--- config.mk ---
export PLATFORM = sky130hd
export DESIGN_NAME = e2q_cell
export DESIGN_NICKNAME = d
export VERILOG_FILES = /design/src/rtl/core/e2q_pkg.sv /design/src/rtl/core/e2q_cell.sv
export SDC_FILE = /design/constraint.sdc
export NUM_CORES = 2
export LEC_CHECK = 0
export ABC_AREA = 0
export BUFFER_PORTS_ARGS = -buffer_cell sky130_fd_sc_hd__buf_2
export CAP_MARGIN = 20
export CORE_ASPECT_RATIO = 1.2
export CORE_MARGIN = 2
export CORE_UTILIZATION = 25
export DETAILED_ROUTE_END_ITERATION = 10
export SLEW_MARGIN = 20
export SYNTH_ARGS = -nofsm -noshare
export SYNTH_HDL_FRONTEND = slang
export SYNTH_SLANG_ARGS = --single-unit
--- constraint.sdc ---
create_clock -name clk -period 0.8 [get_ports clk]
set_input_delay 0.16 -clock clk [delete_from_list [all_inputs] [get_ports clk]]
set_output_delay 0.16 -clock clk [all_outputs]
set_load 0.02 [all_outputs]
--- src/rtl/core/e2q_pkg.sv ---
package e2q_pkg;

	localparam int ANGLE_BITS = 16;
	localparam int TRIG_ITERATIONS = 16;
	localparam int FIELD_W = 16;
	localparam int QW = 16;
	localparam logic [63:0] PI_Q60 = 64'h3243F6A8885A308D;
	localparam logic signed [33:0] CORDIC_K_Q30 = 34'sh26DD3B6A;
	localparam logic signed [15:0] Q14_ONE = 16'sd16384;

	typedef struct packed {
		logic signed [FIELD_W-1:0] roll_angle;
		logic signed [FIELD_W-1:0] pitch_angle;
		logic signed [FIELD_W-1:0] yaw_angle;
	} e2q_in_t;

	typedef struct packed {
		logic signed [QW-1:0] quat_w;
		logic signed [QW-1:0] quat_x;
		logic signed [QW-1:0] quat_y;
		logic signed [QW-1:0] quat_z;
	} e2q_out_t;

	typedef struct packed {
		logic signed [33:0] x;
		logic signed [33:0] y;
		logic signed [63:0] z;
	} e2q_rot_t;

	typedef struct packed {
		e2q_rot_t r;
		e2q_rot_t p;
		e2q_rot_t y;
	} e2q_cell_t;

	function automatic logic signed [63:0] atan_q60(input int i);
		logic [63:0] acc;
		logic [63:0] term;
		int odd;
		int e;
		acc = 64'd0;
		if (i == 0) begin
			return 64'((PI_Q60 + 64'd2) >> 2);
		end
		for (int k = 0; k < 32; k++) begin
			odd = 2 * k + 1;
			e = i * odd;
			if (e <= 62) begin
				term = (64'd1 << (62 - e)) / 64'(odd);
				if (k % 2 == 1) acc = acc - term;
				else acc = acc + term;
			end
		end
		return 64'((acc + 64'd2) >> 2);
	endfunction

	function automatic logic signed [63:0] half_rad(input logic [FIELD_W-1:0] raw);
		logic [ANGLE_BITS-1:0] v;
		logic neg;
		logic [ANGLE_BITS:0] mag;
		logic [127:0] prod;
		logic [63:0] r;
		v = ANGLE_BITS'({{(ANGLE_BITS > FIELD_W ? ANGLE_BITS-FIELD_W : 0){1'b0}}, raw});
		neg = v[ANGLE_BITS-1];
		mag = neg ? ((ANGLE_BITS+1)'(1) << ANGLE_BITS) - {1'b0, v} : {1'b0, v};
		prod = 128'(mag) * 128'(PI_Q60);
		r = 64'(prod >> ANGLE_BITS);
		return neg ? -$signed(r) : $signed(r);
	endfunction

endpackage

--- src/rtl/core/e2q_cell.sv ---
module e2q_cell (
	input logic clk,
	input logic arst_n,
	input logic step_in,
	input e2q_pkg::e2q_cell_t cell_in,
	output logic step_out,
	output e2q_pkg::e2q_cell_t cell_out,
	input logic signed [63:0] atan_val,
	input logic [4:0] shift
);
	import e2q_pkg::*;

	function automatic e2q_rot_t rot(input e2q_rot_t a, input logic signed [63:0] t,
			input logic [4:0] s);
		e2q_rot_t o;
		o = a;
		if (a.z >= 0) begin
			o.x = a.x - (a.y >>> s);
			o.y = a.y + (a.x >>> s);
			o.z = a.z - t;
		end else begin
			o.x = a.x + (a.y >>> s);
			o.y = a.y - (a.x >>> s);
			o.z = a.z + t;
		end
		return o;
	endfunction

	always_ff @(posedge clk or negedge arst_n) begin
		if (!arst_n) begin
			step_out <= 1'b0;
		end else begin
			step_out <= step_in;
		end
	end

	always_ff @(posedge clk) begin
		cell_out.r <= rot(cell_in.r, atan_val, shift);
		cell_out.p <= rot(cell_in.p, atan_val, shift);
		cell_out.y <= rot(cell_in.y, atan_val, shift);
	end

endmodule

==> flow_summary.yaml <==
global_route:
  grt_pass1_vias: 66600
  grt_overflow: 0
  grt_max_degree: 35
  grt_pass1_wl_um: 446000
  grt.total_usage_pct: 29.7
  antenna_found_initial: 74
routing:
  drt-total-wl_um: 319000
  dr_wl_met3_um: 25200
  drc: 0
  wl_met2_um: 154000
  via_per_inst: 5.27
  dr.max_layer_used: "met5"
  routedWlPerCell_um: 25.7
  drt_iter0_drc: 4499
  drtPass1Iterations: 6
  vias: 65500
  wl_met1_um: 116000
  antenna_left: 0
logic_synthesis:
  synth_top_area_share_pct: 15.9
  yosys_warnings: 0
  yosysTopAreaCell: "dfxtp_1"
  synthDistinctLibCells: 107
  synth-edff-count: 0
  syn_area_per_cell_um2: 8.19
  synth_fp_nets: 6976
  syn_inst: 6105
  async_reset_ff_share_pct: 0.252
  seq_area_frac_synth_pct: 15.9
  yosys_register_bits: 397
  netlist_area_um2: 50000
  ys.flop_type: "dfxtp_1"
  synth_area_leaders: "dfxtp_1 16%, mux4_2 10%, ha_1 9.9%"
floorplanning:
  coreArea_um2: 198000
  pin_count: 865
  die_w_um: 412
  start_util_pct: 25.2
  die_area_um2: 204000
  num_rows: 179
  die_h_um: 494
timing:
  worst_slack_ns: -4.21
  finalMaxSlewViolations: 0
  rsz0062_at_grt: "yes"
  setup_viol: 787
  final_hold_viol_count: 82
  slew-limit-headroom_pct: 21.9
  finalCritPeriodShare_pct: 626
  period_minus_slack_ns: 5.01
  whs_ns: -0.263
  worst_pin_slew_ns: 1.17
  finalSetupTns_ns: -1409.54
  fmax_mhz: 200
clock_tree:
  cts.reportedPaths.clkPinSlew_ns: 0.06
  clock_path_buffers: 3
  cts_max_level: 2
  ctsHoldBuffers: 10
  cts_buffers: 55
  cts_tree: "yes"
  clock-sinks: 397
  root_buffer: "clkbuf_16"
placement:
  gp_congestion: 1.04
  pre_cts_ws_ns: -5.75
  io_buffers: 864
  dp.cells: 11900
  dpl.hpwl_um: 265000
worst_setup_path:
  cp-end-kind: "register"
  path_cells: "buf_16 -> buf_12 -> buf_8 -> mux4_2 -> mux4_2 -> nor2_4 -> nand3b_1 -> o21a_1 -> or3_4 -> o31ai_4 -> xor2_1 -> ha_1 -> a21o_1 -> a31o_4 -> a221oi_4 -> a2111oi_4 -> o31a_1 -> o21a_1 -> o21a_1 -> or4_4 -> a311oi_2 -> xor2_1"
  slowest_delay_ns: 0.56
  required_ns: 1.42
  worst_ep_arrival_time_ns: 5.63
  path_class: "in -> reg"
  crit_top_cell: "o21a_1"
  start_kind: "input port"
  critPathSlowestCell: "mux4_2"
  worstPathMaxFanout: 4
outcome:
  outcome: "finished, violations left"
  violations: "negative hold slack, negative setup slack"
power_and_ir_drop:
  power.switching_mw: 77.9
  share_comb_of_total_power_pct: 65.9
  leakage_nw: 41.9
  switching_share_pct: 44.4
  p_per_area_nw_per_um2: 1970
  power_frac_clock_pct: 15.7
  power.share.sequential_pct: 18.4
  intPower_mw: 97.4
  irDropWorstVdd_v: 0.00228
cells_and_area:
  final_common_cell: "buf_4"
  fin_util_pct: 44.7
  drive_above_1_share_pct: 53.7
  num-nets-final: 10600
  instances_no_fill: 12400
  final_cell_mix: "2,820 x buf_4, 850 x buf_2, 605 x nand2_1, 396 x dfxtp_1"
  syn_to_final_growth_pct: 77.6
job:
  maxCapViolCount: 0
min_path:
  min_to: "cell_out[1]"
  hold_class: "in -> reg"
  worstHoldPathCells: 2
  worstHoldStart: "cell_in[1]"
[metrics by stage]
step | cell area (µm²) | hold slack [ns] | total power [mW]
after floorplan | 52000 | -0.136 | 81.1
after global placement | 78500 | -0.0611 | 136
after detailed placement | 78500 | -0.0616 | 137
after CTS | 85100 | -0.325 | 170
after global routing | 88700 | -0.288 | 184
final | 88800 | -0.263 | 175
[state kept, by name, summed over array words and instances (netlist names)]
register / count
step_out: 1
cell_out: 396
[Yosys cell counts, types with 20 or more instances]
library cell    n
nand2b_1       90
ha_1          394
o21bai_1       56
o211ai_1       48
a22oi_1        34
a211oi_1       80
and2_1         36
mux2_2         78
o21a_1         76
o221ai_1       20
nand4_1        54
xnor2_1       347
o31ai_1        64
dfxtp_1       396
a21o_1        202
nand3_1       100
a221o_1        21
nor3_1         85
buf_1          31
or3_1          75
inv_1         159
a21oi_1       432
nand2_1       663
clkbuf_1      208
nor2b_1        64
o21ai_1        20
nor2_1        400
mux4_2        232
buf_6          32
a221oi_1       33
buf_2          59
a21boi_0       30
mux2i_1       177
o21ai_0       372
a31oi_1        64
o22ai_1        51
buf_4          24
and3_1         38
xor2_1        381
or2_2          34
[area by class of cell]
cell class | count | area [µm²]
fillers | 19300 | 110000
multi-input cells | 5189 | 45300
repair buffers | 3926 | 29500
flip-flops and latches | 397 | 7950
well taps | 2624 | 3280
clock buffers | 65 | 1470
inverters | 163 | 648
clock inverters | 35 | 463
diodes | 37 | 92.6
[logic make-up (layout without fill, tap and decap cells)]
family	after synthesis	after routing	share of synthesized area, %
AOI/OAI and AO/OA	1806	1806	23.7
and+or+nand+nor	1745	1745	16.5
other	0	37	0
muxes	507	507	16.2
DFF	397	397	15.9
buffers and inverters	519	4189	4.73
xor gates and xnor gates	728	728	12.8
adders and majority gates	403	403	10.2
[layer usage]
metal  vias up  track usage (%)
met3       887             6.56
met1     31700             32.8
li1      29900                -
met2      2915             52.0
met4        64             17.3
met5         -                0
[critical path: cells and delay by family]
family,cells,cell delay [ns]
AO/OA/AOI/OAI,10,2.25
XOR/XNOR,2,0.36
adder cells (fa/ha/maj),1,0.30
buffers and inverters,3,0.36
multiplexers,2,1.11
AND/OR/NAND/NOR,4,1.07
[how the worst max path moves through the flow]
stage,startpoint,end,depth (start not counted)
final,shift[1],cell_out[395],22
after global routing,shift[1],cell_out[395],22
after CTS,atan_val[22],cell_out[195],20
after detailed placement,atan_val[0],cell_out[195],26
after global placement,atan_val[0],cell_out[195],26
after floorplan,shift[1],cell_out[395],30
[power groups by stage]
stage	Sequential [mW]	Combinational [mW]	Clock, mW
3_3_place_gp	32.7	104	0
4_1_cts	32.4	110	28.4
5_1_grt	32.9	122	29.0
3_5_place_dp	32.6	104	0
2_1_floorplan	41.0	40.1	0
6_report	32.3	116	27.5
[repair_timing]
| action | 4_1_cts | 5_1_grt |
|---|---|---|
| cloned | 16 | 1 |
| setup buffers | 207 | 174 |
| endpoints found under the setup margin | 787 | 787 |
| hold endpoints to repair | 151 | 97 |
| pin swaps | 357 | 430 |
| gates resized for setup | 570 | 537 |
No activity file was read; power rests on OpenSTA's default activity.
